[src/rtl/sstc_pkg.sv]
// Shared constants and helpers for the sum-of-two-squares counter.
`default_nettype none
package sstc_pkg;
  localparam int VALUE_BITS = 32;
  localparam int IN_W       = 32;
  localparam int COUNT_W    = 14;
  localparam int DIV_W      = VALUE_BITS / 2 + 2;
  localparam int SQ_W       = VALUE_BITS + 2;
  localparam int CNT_W      = $clog2(VALUE_BITS);
  localparam int BAL_W      = 16;
  localparam int WT_W       = 3;
  localparam logic [COUNT_W-1:0] COUNT_MAX = '1;
  localparam logic [1:0] RES_ONE   = 2'd1;
  localparam logic [1:0] RES_THREE = 2'd3;

  // +1 for 1 mod 4, -1 for 3 mod 4, 0 for even
  function automatic logic signed [WT_W-1:0] residue_weight(input logic [1:0] r);
    logic signed [WT_W-1:0] w;
    w = '0;
    if (r == RES_ONE) w = WT_W'(1);
    else if (r == RES_THREE) w = -WT_W'(1);
    return w;
  endfunction
endpackage
`default_nettype wire

[src/rtl/sstc_div.sv]
// Bit-serial restoring divider: one quotient bit per cycle.
`default_nettype none
module sstc_div import sstc_pkg::*; (
  input  wire logic                  clk,
  input  wire logic                  rst,
  input  wire logic                  start,
  input  wire logic [VALUE_BITS-1:0] dividend,
  input  wire logic [DIV_W-1:0]      divisor,
  output logic                       done,
  output logic [VALUE_BITS-1:0]      quotient,
  output logic [DIV_W-1:0]           remainder
);
  logic                  active;
  logic [CNT_W-1:0]      cnt;
  logic [VALUE_BITS-1:0] qr;
  logic [DIV_W-1:0]      rem;
  logic [DIV_W-1:0]      dsr;
  logic [DIV_W:0]        rem_sh;
  logic                  fit;
  logic [DIV_W-1:0]      rem_next;

  always_comb begin
    rem_sh   = {rem, qr[VALUE_BITS-1]};
    fit      = rem_sh >= {1'b0, dsr};
    rem_next = fit ? DIV_W'(rem_sh - {1'b0, dsr}) : rem_sh[DIV_W-1:0];
  end

  always_ff @(posedge clk) begin
    if (rst) begin
      active <= 1'b0;
      done   <= 1'b0;
    end else begin
      done <= 1'b0;
      if (start) begin
        active <= 1'b1;
        cnt    <= CNT_W'(VALUE_BITS - 1);
        qr     <= dividend;
        rem    <= '0;
        dsr    <= divisor;
      end else if (active) begin
        rem <= rem_next;
        qr  <= {qr[VALUE_BITS-2:0], fit};
        cnt <= cnt - CNT_W'(1);
        if (cnt == '0) begin
          active <= 1'b0;
          done   <= 1'b1;
        end
      end
    end
  end

  assign quotient  = qr;
  assign remainder = rem;
endmodule
`default_nettype wire

[src/rtl/sum_of_two_squares_count_core.sv]
// Top level of the sum-of-two-squares counter r2(n).
// Pulse start while busy is low to take value_n; busy stays high until the
// result beat, when done is high for one cycle with rep_count, which must be
// captured then as it cannot be held off. Trial divisors d run from 1 while
// d*d <= n, each tested in turn by the bit-serial divider from S_CHECK and
// S_WAIT; n = 0 gives its result in the cycle after it is taken.
`default_nettype none
module sum_of_two_squares_count_core import sstc_pkg::*; (
  input  wire logic               clk,
  input  wire logic               rst,
  input  wire logic               start,
  input  wire logic [IN_W-1:0]    value_n,
  output logic                    busy,
  output logic                    done,
  output logic [COUNT_W-1:0]      rep_count
);
  localparam logic [1:0] S_IDLE  = 2'd0;
  localparam logic [1:0] S_CHECK = 2'd1;
  localparam logic [1:0] S_WAIT  = 2'd2;

  logic [1:0]              state;
  logic [VALUE_BITS-1:0]   n;
  logic [DIV_W-1:0]        d;
  logic [SQ_W-1:0]         sq;
  logic signed [BAL_W-1:0] balance;
  logic                    past_root;
  logic                    div_start;
  logic                    div_done;
  logic [VALUE_BITS-1:0]   quo;
  logic [DIV_W-1:0]        rem;
  logic signed [WT_W-1:0]  w_d;
  logic signed [WT_W-1:0]  w_q;
  logic signed [BAL_W-1:0] balance_next;
  logic [COUNT_W-1:0]      count_final;

  sstc_div u_div (
    .clk       (clk),
    .rst       (rst),
    .start     (div_start),
    .dividend  (n),
    .divisor   (d),
    .done      (div_done),
    .quotient  (quo),
    .remainder (rem)
  );

  always_comb begin
    past_root = sq > SQ_W'(n);
    div_start = (state == S_CHECK) && !past_root;
    w_d = residue_weight(d[1:0]);
    w_q = (quo != VALUE_BITS'(d)) ? residue_weight(quo[1:0]) : '0;
    balance_next = balance;
    if (rem == '0) begin
      balance_next = balance + BAL_W'(w_d) + BAL_W'(w_q);
    end
    if (balance <= 0) begin
      count_final = '0;
    end else if (balance > BAL_W'(COUNT_MAX >> 2)) begin
      count_final = COUNT_MAX;
    end else begin
      count_final = {balance[COUNT_W-3:0], 2'b00};
    end
  end

  always_ff @(posedge clk) begin
    if (rst) begin
      state <= S_IDLE;
      done  <= 1'b0;
    end else begin
      done <= 1'b0;
      case (state)
        S_IDLE: begin
          if (start) begin
            n       <= VALUE_BITS'(value_n);
            d       <= DIV_W'(1);
            sq      <= SQ_W'(1);
            balance <= '0;
            if (VALUE_BITS'(value_n) == '0) begin
              rep_count <= COUNT_W'(1);
              done      <= 1'b1;
            end else begin
              state <= S_CHECK;
            end
          end
        end
        S_CHECK: begin
          if (past_root) begin
            rep_count <= count_final;
            done      <= 1'b1;
            state     <= S_IDLE;
          end else begin
            state <= S_WAIT;
          end
        end
        S_WAIT: begin
          if (div_done) begin
            balance <= balance_next;
            sq      <= sq + SQ_W'({d, 1'b1});
            d       <= d + DIV_W'(1);
            state   <= S_CHECK;
          end
        end
        default: state <= S_IDLE;
      endcase
    end
  end

  assign busy = state != S_IDLE;
endmodule
`default_nettype wire
[config.mk]
export PLATFORM = sky130hd
export DESIGN_NAME = sum_of_two_squares_count_core
export DESIGN_NICKNAME = d
export VERILOG_FILES = /design/src/rtl/sstc_pkg.sv /design/src/rtl/sstc_div.sv /design/src/rtl/sum_of_two_squares_count_core.sv
export SDC_FILE = /design/constraint.sdc
export NUM_CORES = 1
export LEC_CHECK = 0
export BUFFER_PORTS_ARGS = -buffer_cell sky130_fd_sc_hd__buf_4
export CAP_MARGIN = 20
export CORE_UTILIZATION = 55
export DETAILED_ROUTE_END_ITERATION = 6
export HOLD_SLACK_MARGIN = 0.1
export PLACE_DENSITY = 0.81
export SYNTH_ARGS = -nofsm -noshare
export SYNTH_HDL_FRONTEND = slang
export SYNTH_SLANG_ARGS = --single-unit
[constraint.sdc]
create_clock -name clk -period 7.3 [get_ports clk]
set_input_delay 1.825 -clock clk [delete_from_list [all_inputs] [get_ports clk]]
set_output_delay 1.825 -clock clk [all_outputs]
set_load 0.01 [all_outputs]
==> reports/results.md, run 1 <==
| Item | Value |
|:---|:---|
| 1st-iter DRT viols | 635 |
| Minimum clock period after layout | 5.31 ns |
| Cell variety after synth | 61 |
| # diodes | 0 |
| Worst setup slack before clock tree synthesis | 1.99 ns |
| Placeable Area | 20500 um^2 |
| Setup Fix Bufs, Post-CTS | 0 |
| Share of the core filled with cells in the final layout | 63.2% |
| Aggregate routed wire length | 25.7 mm |
| PortBufs | 50 |
| Most frequent cells after synthesis | edfxtp_1 (187), nor2_1 (116), ha_1 (85) |
| Worst Skew | 0.0137 ns |
| Asr flop ratio synth | 0% |
| Starting Density | 56.8% |
| Ratio of cells with drive above 1 in the final layout | 12.5% |
| CP startpoint kind | register |
| Result of the run | complete, no violations |
| Type of the worst setup path | reg -> reg |
| Transition time of the tightest slew-check pin | 1.04 ns |
| Number of remaining DRC errors | 0 |
| Setup Total Neg Slack | 0 ns |
| Achievable frequency | 188 MHz |
| Number of H-tree branching levels | 4 |
| Biggest fanout along the worst timing path | 13 |
| Number of nets with antenna violations after routing | 0 |
| TritonCTS Buffers | 17 |
| Die area | 21700 um^2 |
| CP endpoint kind | register |
| Worst IR drop on VDD | 154 uV |
| Number of warnings printed during yosys synthesis | 0 |
| Number of placed instances with taps included | 1345 |
| Clock-pin slew on the worst setup and hold paths | 0.07 ns |
| Max-cap viol count | 0 |
| Total vias in the final route | 8310 |
| RSZ-0062 raised after global routing | false |
| Share of the yosys chip area belonging to registers | 49.1% |
| Most area-consuming cells after synthesis | edfxtp_1 (48%), ha_1 (9.1%), nor2_1 (3.7%) |
| Path type of the worst min-delay path | reg -> reg |
| Number of rows in the core area | 52 |
| Remaining max-slew budget at the tightest pin | 30.9% |
| Worst-skew pair later-pin latency | 0.45 ns |
| Number of buffers inserted for hold repair after clock tree synthesis | 0 |
| Area share of the largest cell type after synthesis | 48.3% |
| Boundary Pins | 51 |
| Number of nets produced by synthesis | 1180 |
| PnR Total Power | 2.48 mW |
| Synthesis-to-finish area growth | 11.4% |
| Syn_area_per_cell | 11.2 um^2 |
| Remaining global-route overflow | 0 |
| Most instantiated flip-flop cell in the synthesis netlist | edfxtp_1 |
| Arrival time at the worst endpoint | 5.48 ns |
| Fin. Hold Viols | 0 |
| Number of register bits inferred by synthesis | 192 |
| Critical Path RT | 7.47 ns |
| Leak | 5.12 nW |
| Clock Root Buffer | clkbuf_16 |
| Wire length of the first global-routing pass | 41.2 mm |
| Vias in the first global route | 8039 |
| Setup WS post-layout | 1.99 ns |
| Count of flip-flops with a built-in enable after synthesis | 187 |
| Count of nets after finishing | 1233 |
| Most frequent cell after synthesis | edfxtp_1 |
| Cell accounting for the most synthesized area | edfxtp_1 |
| Initial antenna violation count | 0 |
| Post-cts resize count | 0 |
| Cells after Synth | 1042 |
| Pin count of the biggest net entering global routing | 63 |
| Per-cell via count in the routed design | 6.03 |
| Netlist Area Pre-Place | 11600 um^2 |
| All-layer global routing usage | 24.6% |
| DIE HEIGHT | 147 um |
| Routed length per instance | 18.7 um |
| Buffers from clock root to sink, at most | 2 |
| Power density cells | 192 nW/um^2 |
| Non-Filler Instances | 1378 |
| Clock tree from TritonCTS | built |
| Number of sinks handled by clock tree synthesis | 192 |
| GPL Wtd Cong | 0.893 |
| Period utilisation layout | 72.7% |
| Number of search-and-repair iterations in the first detailed-routing pass | 5 |
| Slew Limit Fails | 0 |
| Floorplan die width | 147 um |
| Final count of negative-setup-slack endpoints | 0 |
| Hpwl dp | 18.7 mm |
[cells in the final DEF, fill, tap and decap left out, types with 7 or more instances in the layout]
cell type	synthesis	layout
buf_4	1	58
or3_1	11	11
nand4_1	16	16
ha_1	85	85
xnor2_1	35	35
mux2i_1	16	16
a21oi_1	63	62
o21ai_0	36	36
a211oi_1	13	12
nor2b_1	14	14
nand2_1	37	37
mux2_2	26	26
nor3_1	21	19
clkbuf_16	0	17
xor2_1	44	44
nor4_1	23	23
o21a_1	12	12
nor2_1	116	116
a21o_1	30	30
or2_2	7	7
fa_1	18	18
nand2b_1	11	10
and3_1	15	15
inv_1	78	78
nand3_1	23	23
edfxtp_1	187	187
[metrics by stage]
step,hold WS [ns],area (um^2)
final,0.477,13000
after global routing,0.505,13000
after CTS,0.472,12900
after detailed placement,0.462,12400
after global placement,0.451,12300
after floorplan,0.445,11600
[power by group]
part | switching, mW | internal [mW] | leakage [nW]
sequential | 0.0317 | 1.24 | 1.77
clock | 0.452 | 0.485 | 0.282
combinational | 0.155 | 0.118 | 3.06
[area by class of cell]
cell class	count	area (um^2)
tap	270	338
fill	1561	7540
clock buffer	18	429
clock inverter	14	153
timing repair buffer	60	483
inverter	78	293
multi-input combinational	746	5550
sequential	192	5720
[kinds of logic (layout without fill, tap and decap cells)]
| group | after synthesis | after routing | synth area share, % |
|---|---|---|---|
| compound gates | 201 | 201 | 11.1 |
| xor+xnor | 79 | 79 | 5.95 |
| fa+ha+maj | 103 | 103 | 12.2 |
| buf+inv | 104 | 170 | 3.57 |
| flops | 192 | 192 | 49.1 |
| mux | 47 | 47 | 4.54 |
| simple gates | 316 | 316 | 13.4 |
[critical path, stage by stage (launching register included)]
cell and delay, ns:
edfxtp_1 0.38, or4_1 0.54, nor4_1 0.30, nand4_1 0.17, o31a_1 0.31, nand2_1 0.17
inv_1 0.38, fa_1 0.60, ha_1 0.24, fa_1 0.41, a21o_1 0.19, a21oi_1 0.24
o21ai_0 0.11, a31oi_1 0.28, o21ai_0 0.16, a221oi_1 0.34, xnor2_1 0.16, nor2_1 0.06
[registers in the layout, summed over array words and instances (netlist names)]
signal	flops
u_div.done	1
done	1
rep_count	14
u_div.quotient	32
u_div.remainder	18
u_div.dsr	18
state	2
balance	16
sq	34
n	32
u_div.cnt	5
d	18
u_div.active	1
[path summary, 6_finish.rpt]
check / from / to / slack [ns] / cells after the start
max: u_div.quotient[18] / balance[15] / 1.99 / 17
min reg2reg: u_div.active / u_div.active / 0.48 / 2
min: u_div.active / u_div.active / 0.48 / 2
max reg2reg: u_div.quotient[18] / balance[15] / 1.99 / 17
[per-layer routing]
metal,wire (um),track usage [%],up-vias
li1,-,-,3918
met1,11300,33.7,4026
met2,12200,39.8,323
met3,1540,3.64,43
met4,694,9.43,0
met5,0,0,-
(Power assumes the default switching activity.)
==> run 2, diff against run 1 <==
--- a/config.mk
+++ b/config.mk
@@ -10,7 +10,7 @@
 export CORE_UTILIZATION = 55
 export DETAILED_ROUTE_END_ITERATION = 6
 export HOLD_SLACK_MARGIN = 0.1
-export PLACE_DENSITY = 0.81
+export PLACE_DENSITY = 0.78
 export SYNTH_ARGS = -nofsm -noshare
 export SYNTH_HDL_FRONTEND = slang
 export SYNTH_SLANG_ARGS = --single-unit
==> constraint.sdc (replaced) <==
create_clock -name clk -period 5.06 [get_ports clk]
set_input_delay 1.265 -clock clk [delete_from_list [all_inputs] [get_ports clk]]
set_output_delay 1.265 -clock clk [all_outputs]
set_load 0.01 [all_outputs]
==> run 2 against run 1 <==
Effect of this change:
- total power up 50%
- final cell count up 0.73%
- clock-buffer cell count up 1
- sequential power up 44%
- first-iteration DRC count down 9.8%
- sequential cell count unchanged
- final area up 1.0%
- critical path depth unchanged
- non-clock buffer count up 10
- die area unchanged
- combinational power up 49%
- maximum frequency up 9.9%
- critical path type unchanged
==> reports/results.md, run 2 (synthesis gave the netlist of run 1 again) <==
| Item | Value | vs previous |
|:---|:---|:---|
| Boundary Pins | 51 | unchanged |
| Reg with most FFs | sq |  |
| Area of the multi-input gates | 5560 um^2 | +0.29% |
| Final count of negative-setup-slack endpoints | 0 | unchanged |
| Bufs and invs on worst path | 1 | unchanged |
| Pin count of the biggest net entering global routing | 56 | -11% |
| Floorplan die width | 147 um | unchanged |
| Worst hold path startpoint | u_div.active |  |
| Aggregate routed wire length | 25.6 mm | -0.25% |
| TritonCTS Buffers | 17 | unchanged |
| 1st-iter DRT viols | 573 | -9.8% |
| Number of rows in the core area | 52 | unchanged |
| Slew Limit Fails | 0 | unchanged |
| Leak | 5.19 nW | +1.4% |
| Worst setup slack before clock tree synthesis | 0.192 ns | -1.80 ns |
| Routed length per instance | 18.5 um | -0.96% |
| Remaining global-route overflow | 0 | unchanged |
| Number of search-and-repair iterations in the first detailed-routing pass | 5 | unchanged |
| Number of cells traversed by the worst register-to-register path | 17 | unchanged |
| List of cells traversed by the critical path | or4_1 > nor4_1 > nand4_1 > o31a_1 > nand2_1 > inv_1 > fa_1 > ha_1 > fa_1 > a21o_1 > a21oi_2 > o21ai_0 > a31oi_2 > o21ai_0 > a221oi_2 > xnor2_1 > nor2_1 |  |
| Worst flop-to-flop path startpoint | u_div.quotient[18] |  |
| Achievable frequency | 207 MHz | +9.9% |
| Top cell family by delay on the critical path | compound AO/OA/AOI/OAI gates |  |
| Storage element area | 5720 um^2 | unchanged |
| Initial antenna violation count | 0 | unchanged |
| Fin. Hold Viols | 0 | unchanged |
| All-layer global routing usage | 24.6% | about the same |
| Register-to-register setup slack | 0.23 ns | -1.76 ns |
| WHS | 0.474 ns | -0.00317 ns |
| Ratio of cells with drive above 1 in the final layout | 13.4% | +0.96 points |
| Starting Density | 56.8% | unchanged |
| Path type of the worst min-delay path | reg -> reg |  |
| Clock-pin slew on the worst setup and hold paths | 0.07 ns | about the same |
| CP endpoint kind | register |  |
| Biggest fanout along the worst timing path | 3 | -10 |
| Number of remaining DRC errors | 0 | unchanged |
| Number of buffers inserted for hold repair after clock tree synthesis | 0 | unchanged |
| Minimum clock period after layout | 4.83 ns | -0.479 ns |
| Die area | 21700 um^2 | unchanged |
| CP startpoint kind | register |  |
| Worst-skew pair later-pin latency | 0.43 ns | -0.02 ns |
| Commonest cells after routing, fill and taps aside | edfxtp_1 (187), nor2_1 (116), ha_1 (85) |  |
| Library cell contributing the largest single delay on the critical path | or4_1 |  |
| Number of H-tree branching levels | 4 | unchanged |
| Instance area at placement | 12400 um^2 | +0.61% |
| Power density cells | 285 nW/um^2 | +48% |
| Endpoint of the worst-slack reg-to-reg timing path | balance[15] |  |
| Type of the worst setup path | reg -> reg |  |
| Fill count | 1546 | -0.96% |
| Final instance area | 13100 um^2 | +1.0% |
| Crit path from | u_div.quotient[18] |  |
| Hold depth | 2 | unchanged |
| Total vias in the final route | 8233 | -0.93% |
| Critical Path RT | 5.23 ns | -2.24 ns |
| Max-cap viol count | 0 | unchanged |
| Capture endpoint of the worst hold path | u_div.active |  |
| Count of nets after finishing | 1243 | +0.81% |
| Flip-flop count of the largest register after layout | 34 | unchanged |
| Worst IR drop on VDD | 212 uV | +37% |
| Remaining max-slew budget at the tightest pin | 42.4% | +11 points |
| Placeable Area | 20500 um^2 | unchanged |
| Wire length of the first global-routing pass | 41.4 mm | +0.35% |
| Setup WS post-layout | 0.228 ns | -1.76 ns |
| Per-cell via count in the routed design | 5.93 | -1.6% |
| Clock Root Buffer | clkbuf_16 |  |
| Clock tree from TritonCTS | built |  |
| # diodes | 0 | unchanged |
| Period utilisation layout | 95.5% | +23 points |
| Max stage delay on crit path | 0.56 ns | -0.04 ns |
| Share of the core filled with cells in the final layout | 63.9% | +0.63 points |
| Arrival time at the worst endpoint | 5.00 ns | -0.48 ns |
| PnR Total Power | 3.72 mW | +50% |
| Number of nets with antenna violations after routing | 0 | unchanged |
| Most common cell after layout, fill and taps aside | edfxtp_1 |  |
| GPL Wtd Cong | 0.880 | -1.4% |
| Buffers from clock root to sink, at most | 2 | unchanged |
| PortBufs | 50 | unchanged |
| Hpwl dp | 18.9 mm | +1.2% |
| Vias in the first global route | 8135 | +1.2% |
| Result of the run | complete, no violations |  |
| Number of sinks handled by clock tree synthesis | 192 | unchanged |
| Worst Skew | 0.0108 ns | -0.00286 ns |
| DIE HEIGHT | 147 um | unchanged |
| Transition time of the tightest slew-check pin | 0.864 ns | -0.172 ns |
| Synthesis-to-finish area growth | 12.5% |  |
[run 2: cell types whose count changed in the layout (fill, tap and decap cells not counted), moves of 2 or more]
cell,before,now
buf_4,58,69
inv_8,5,1
bufinv_16,1,5
clkinv_4,3,1
[run 2: worst min-delay path: cells and delay by family, from the launching register on]
family,cells,cell delay [ns]
AOI/OAI and AO/OA,1,0.05
DFF,1,0.32
and+or+nand+nor,1,0.05
[run 2: power breakdown]
part | leakage, nW | internal (mW) | switching (mW)
Clock | 0.309 | 0.881 | 0.601
Combinational | 3.11 | 0.174 | 0.232
Sequential | 1.77 | 1.79 | 0.0419
[run 2: worst max-delay path by stage]
stage | slack (ns) | cells after the start | endpoint
3_3_place_gp | 0.29 | 17 | balance[15]
6_report | 0.23 | 17 | balance[15]
5_1_grt | -0.007 | 17 | balance[15]
4_1_cts | 0.15 | 17 | balance[15]
3_5_place_dp | 0.19 | 17 | balance[15]
2_1_floorplan | 0.18 | 3 | rep_count[0]
[run 2: routing by layer]
metal	global-route usage (%)	vias to the layer above	part of all wire [%]
li1	-	3948	-
met1	33.0	4025	45
met2	40.9	215	48
met3	4.01	45	4.2
met4	8.35	0	2.5
met5	0	-	0
[run 2: stage by stage]
stage / TNS (ns) / instances
global route: -0.00726 / 1388
finish: 0 / 1388
floorplan: 0 / 1042
global placement: 0 / 1356
detailed placement: 0 / 1356
CTS: 0 / 1388
[run 2: final cells by class]
cell class                      instances  share of cell area, %
Clock inverter                         13                   1.59
Multi-Input combinational cell        746                   42.5
Timing Repair Buffer                   70                   4.11
Clock buffer                           19                   3.31
Sequential cell                       192                   43.7
Inverter                               78                   2.24
Tap cell                              270                   2.58
[run 2: what timing repair did]
action                                  CTS  global route
resized for setup                         0             3
setup buffers                             0             0
endpoints found under the setup margin    0             1
==> run 3, diff against run 2 <==
--- a/config.mk
+++ b/config.mk
@@ -10,7 +10,8 @@
 export CORE_UTILIZATION = 55
 export DETAILED_ROUTE_END_ITERATION = 6
 export HOLD_SLACK_MARGIN = 0.1
-export PLACE_DENSITY = 0.78
+export MAX_ROUTING_LAYER = met4
+export PLACE_DENSITY = 0.73
 export SYNTH_ARGS = -nofsm -noshare
 export SYNTH_HDL_FRONTEND = slang
 export SYNTH_SLANG_ARGS = --single-unit
==> constraint.sdc (replaced) <==
create_clock -name clk -period 5.7 [get_ports clk]
set_input_delay 1.425 -clock clk [delete_from_list [all_inputs] [get_ports clk]]
set_output_delay 1.425 -clock clk [all_outputs]
set_load 0.01 [all_outputs]
==> run 3 against run 2 <==
Effect of this change:
- clock skew is 0.00059 ns lower
- combinational power is 15% lower
- via count is 1.9% lower
- clock power is 18% lower
- critical endpoint unchanged
==> reports/results.md, run 3 (synthesis gave the netlist of run 1 again) <==
| Item | Value | vs previous |
|:---|:---|:---|
| CP endpoint kind | register |  |
| All-layer global routing usage | 24.8% | +0.17 points |
| Path type of the worst min-delay path | reg -> reg |  |
| Number of search-and-repair iterations in the first detailed-routing pass | 5 | unchanged |
| Pin count of the biggest net entering global routing | 53 | -5.4% |
| Number of sinks handled by clock tree synthesis | 192 | unchanged |
| Sequential Power Share | 51.0% | +1.7 points |
| PortBufs | 50 | unchanged |
| Worst setup slack before clock tree synthesis | 0.630 ns | +0.438 ns |
| Type of the worst setup path | reg -> reg |  |
| Flip-flop count of the largest register after layout | 34 | unchanged |
| Worst IR drop on VDD | 226 uV | +6.5% |
| Clock Root Buffer | clkbuf_16 |  |
| Number of remaining DRC errors | 0 | unchanged |
| Total vias in the final route | 8079 | -1.9% |
| Routed length per instance | 18.2 um | -1.6% |
| Non-Filler Instances | 1379 | -0.65% |
| Arrival time at the worst endpoint | 5.31 ns | +0.31 ns |
| RSZ-0062 raised after global routing | false |  |
| Result of the run | complete, no violations |  |
| Commonest cells after routing, fill and taps aside | edfxtp_1 (187), nor2_1 (116), ha_1 (85) |  |
| Vias in the first global route | 7846 | -3.6% |
| Sw frac | 24.0% | +0.49 points |
| Remaining max-slew budget at the tightest pin | 30.2% | -12 points |
| Ratio of cells with drive above 1 in the final layout | 12.7% | -0.70 points |
| Max stage delay on crit path | 0.55 ns | about the same |
| Most common cell after layout, fill and taps aside | edfxtp_1 |  |
| Clock tree from TritonCTS | built |  |
| GPL Wtd Cong | 0.899 | +2.1% |
| Achievable frequency | 194 MHz | -6.1% |
| Library cell contributing the largest single delay on the critical path | or4_1 |  |
| Placeable Area | 20500 um^2 | unchanged |
| Final count of negative-setup-slack endpoints | 0 | unchanged |
| Aggregate routed wire length | 25.1 mm | -2.2% |
| Wire length of the first global-routing pass | 40.4 mm | -2.4% |
| Number of placed instances with taps included | 1347 | -0.66% |
| Leak | 5.13 nW | -1.2% |
| Setup Total Neg Slack | 0 ns | unchanged |
| List of cells traversed by the critical path | or4_1 > nor4_1 > nand4_1 > o31a_1 > nand2_1 > inv_1 > buf_4 > fa_1 > fa_1 > a21o_1 > a21oi_1 > o21ai_0 > a31oi_1 > o21ai_0 > a221oi_1 > xnor2_1 > nor2_1 |  |
| Cell internal pwr | 2.43 mW | -15% |
| Number of rows in the core area | 52 | unchanged |
| Number of buffers inserted for hold repair after clock tree synthesis | 0 | unchanged |
| Setup WS post-layout | 0.555 ns | +0.327 ns |
| Transition time of the tightest slew-check pin | 1.05 ns | +0.183 ns |
| Setup Fix Bufs, Post-CTS | 0 | unchanged |
| 1st-iter DRT viols | 606 | +5.8% |
| CP startpoint kind | register |  |
| Critical Path RT | 5.87 ns | +0.64 ns |
| Max-cap viol count | 0 | unchanged |
| Floorplan die width | 147 um | unchanged |
| Worst Skew | 0.0102 ns | -0.000585 ns |
| Combinational power share | 10.8% | about the same |
| Biggest fanout along the worst timing path | 9 | +6 |
| TritonCTS Buffers | 17 | unchanged |
| Count of nets after finishing | 1234 | -0.72% |
| Number of H-tree branching levels | 4 | unchanged |
| Initial antenna violation count | 0 | unchanged |
| Period utilisation layout | 90.3% | -5.2 points |
| Fill count | 1633 | +5.6% |
| Power density cells | 247 nW/um^2 | -13% |
| Minimum clock period after layout | 5.15 ns | +0.313 ns |
| Clock-pin slew on the worst setup and hold paths | 0.07 ns | about the same |
| DIE HEIGHT | 147 um | unchanged |
| Sw power | 0.767 mW | -12% |
| Fin. Hold Viols | 0 | unchanged |
| Post-cts resize count | 0 | unchanged |
| Remaining global-route overflow | 0 | unchanged |
| Per-cell via count in the routed design | 5.86 | -1.2% |
| Number of nets with antenna violations after routing | 0 | unchanged |
| # diodes | 0 | unchanged |
| Die area | 21700 um^2 | unchanged |
| Worst-skew pair later-pin latency | 0.44 ns | about the same |
| Reg with most FFs | sq |  |
| Slew Limit Fails | 0 | unchanged |
| Clock Power Share | 38.2% | -1.6 points |
| Synthesis-to-finish area growth | 11.4% |  |
| Boundary Pins | 51 | unchanged |
| Buffers from clock root to sink, at most | 2 | unchanged |
| Hpwl dp | 18.5 mm | -2.0% |
| Starting Density | 56.8% | unchanged |
run 3: changes by cell type in the layout (fill, tap and decap cells not counted), sizes merged:
cell      previous run  this run
clkbuf              19        18
buf                 70        61
inv                 81        80
bufinv               5         3
clkinvlp             1         2
clkinv               4         7
run 3: power groups by stage:
stage          clock network (mW)  registers (mW)  logic, mW
2_1_floorplan                   0            1.65      0.248
3_3_place_gp                    0            1.66      0.333
3_5_place_dp                    0            1.66      0.340
4_1_cts                      1.24            1.63      0.345
5_1_grt                      1.29            1.64      0.385
6_report                     1.22            1.63      0.345
run 3: worst max-delay path: cells and delay by family (launching register included):
kind            cells  cell delay, ns
xor+xnor            1            0.16
flops               1            0.39
simple gates        5            1.23
buf+inv             2            0.41
compound gates      7            1.69
fa+ha+maj           2            1.00
run 3: area by class of cell:
class,count,area [um^2],share of cell area [%]
multi-input combinational,746,5550,42.8
clock buffer,18,429,3.31
tap,270,338,2.61
inverter,78,293,2.26
sequential,192,5720,44.1
timing repair buffer,61,478,3.69
clock inverter,14,165,1.27
run 3: worst paths after layout:
kind                       from           end  slack, ns  depth (start not counted)
max          u_div.quotient[18]   balance[15]       0.55                         17
min                u_div.active  u_div.active       0.48                          2
min reg2reg        u_div.active  u_div.active       0.48                          2
max reg2reg  u_div.quotient[18]   balance[15]       0.55                         17
run 3: stage by stage:
stage	instance area [um^2]	hold slack (ns)	total power, mW	utilization, %
after floorplan	11600	0.445	1.90	-
after global placement	12300	0.458	1.99	60.2
after detailed placement	12400	0.467	2.00	60.4
after CTS	13000	0.478	3.21	63.3
after global routing	13000	0.507	3.31	63.3
final	13000	0.476	3.20	63.3
run 3: per-layer routing:
layer	part of all wire [%]	GRT usage, %	up-vias	routed length, um
li1	-	-	3924	-
met3	4.1	2.90	35	1040
met4	2.1	8.25	0	532
met2	48	39.3	193	11900
met5	0	-	-	0
met1	46	33.4	3927	11600
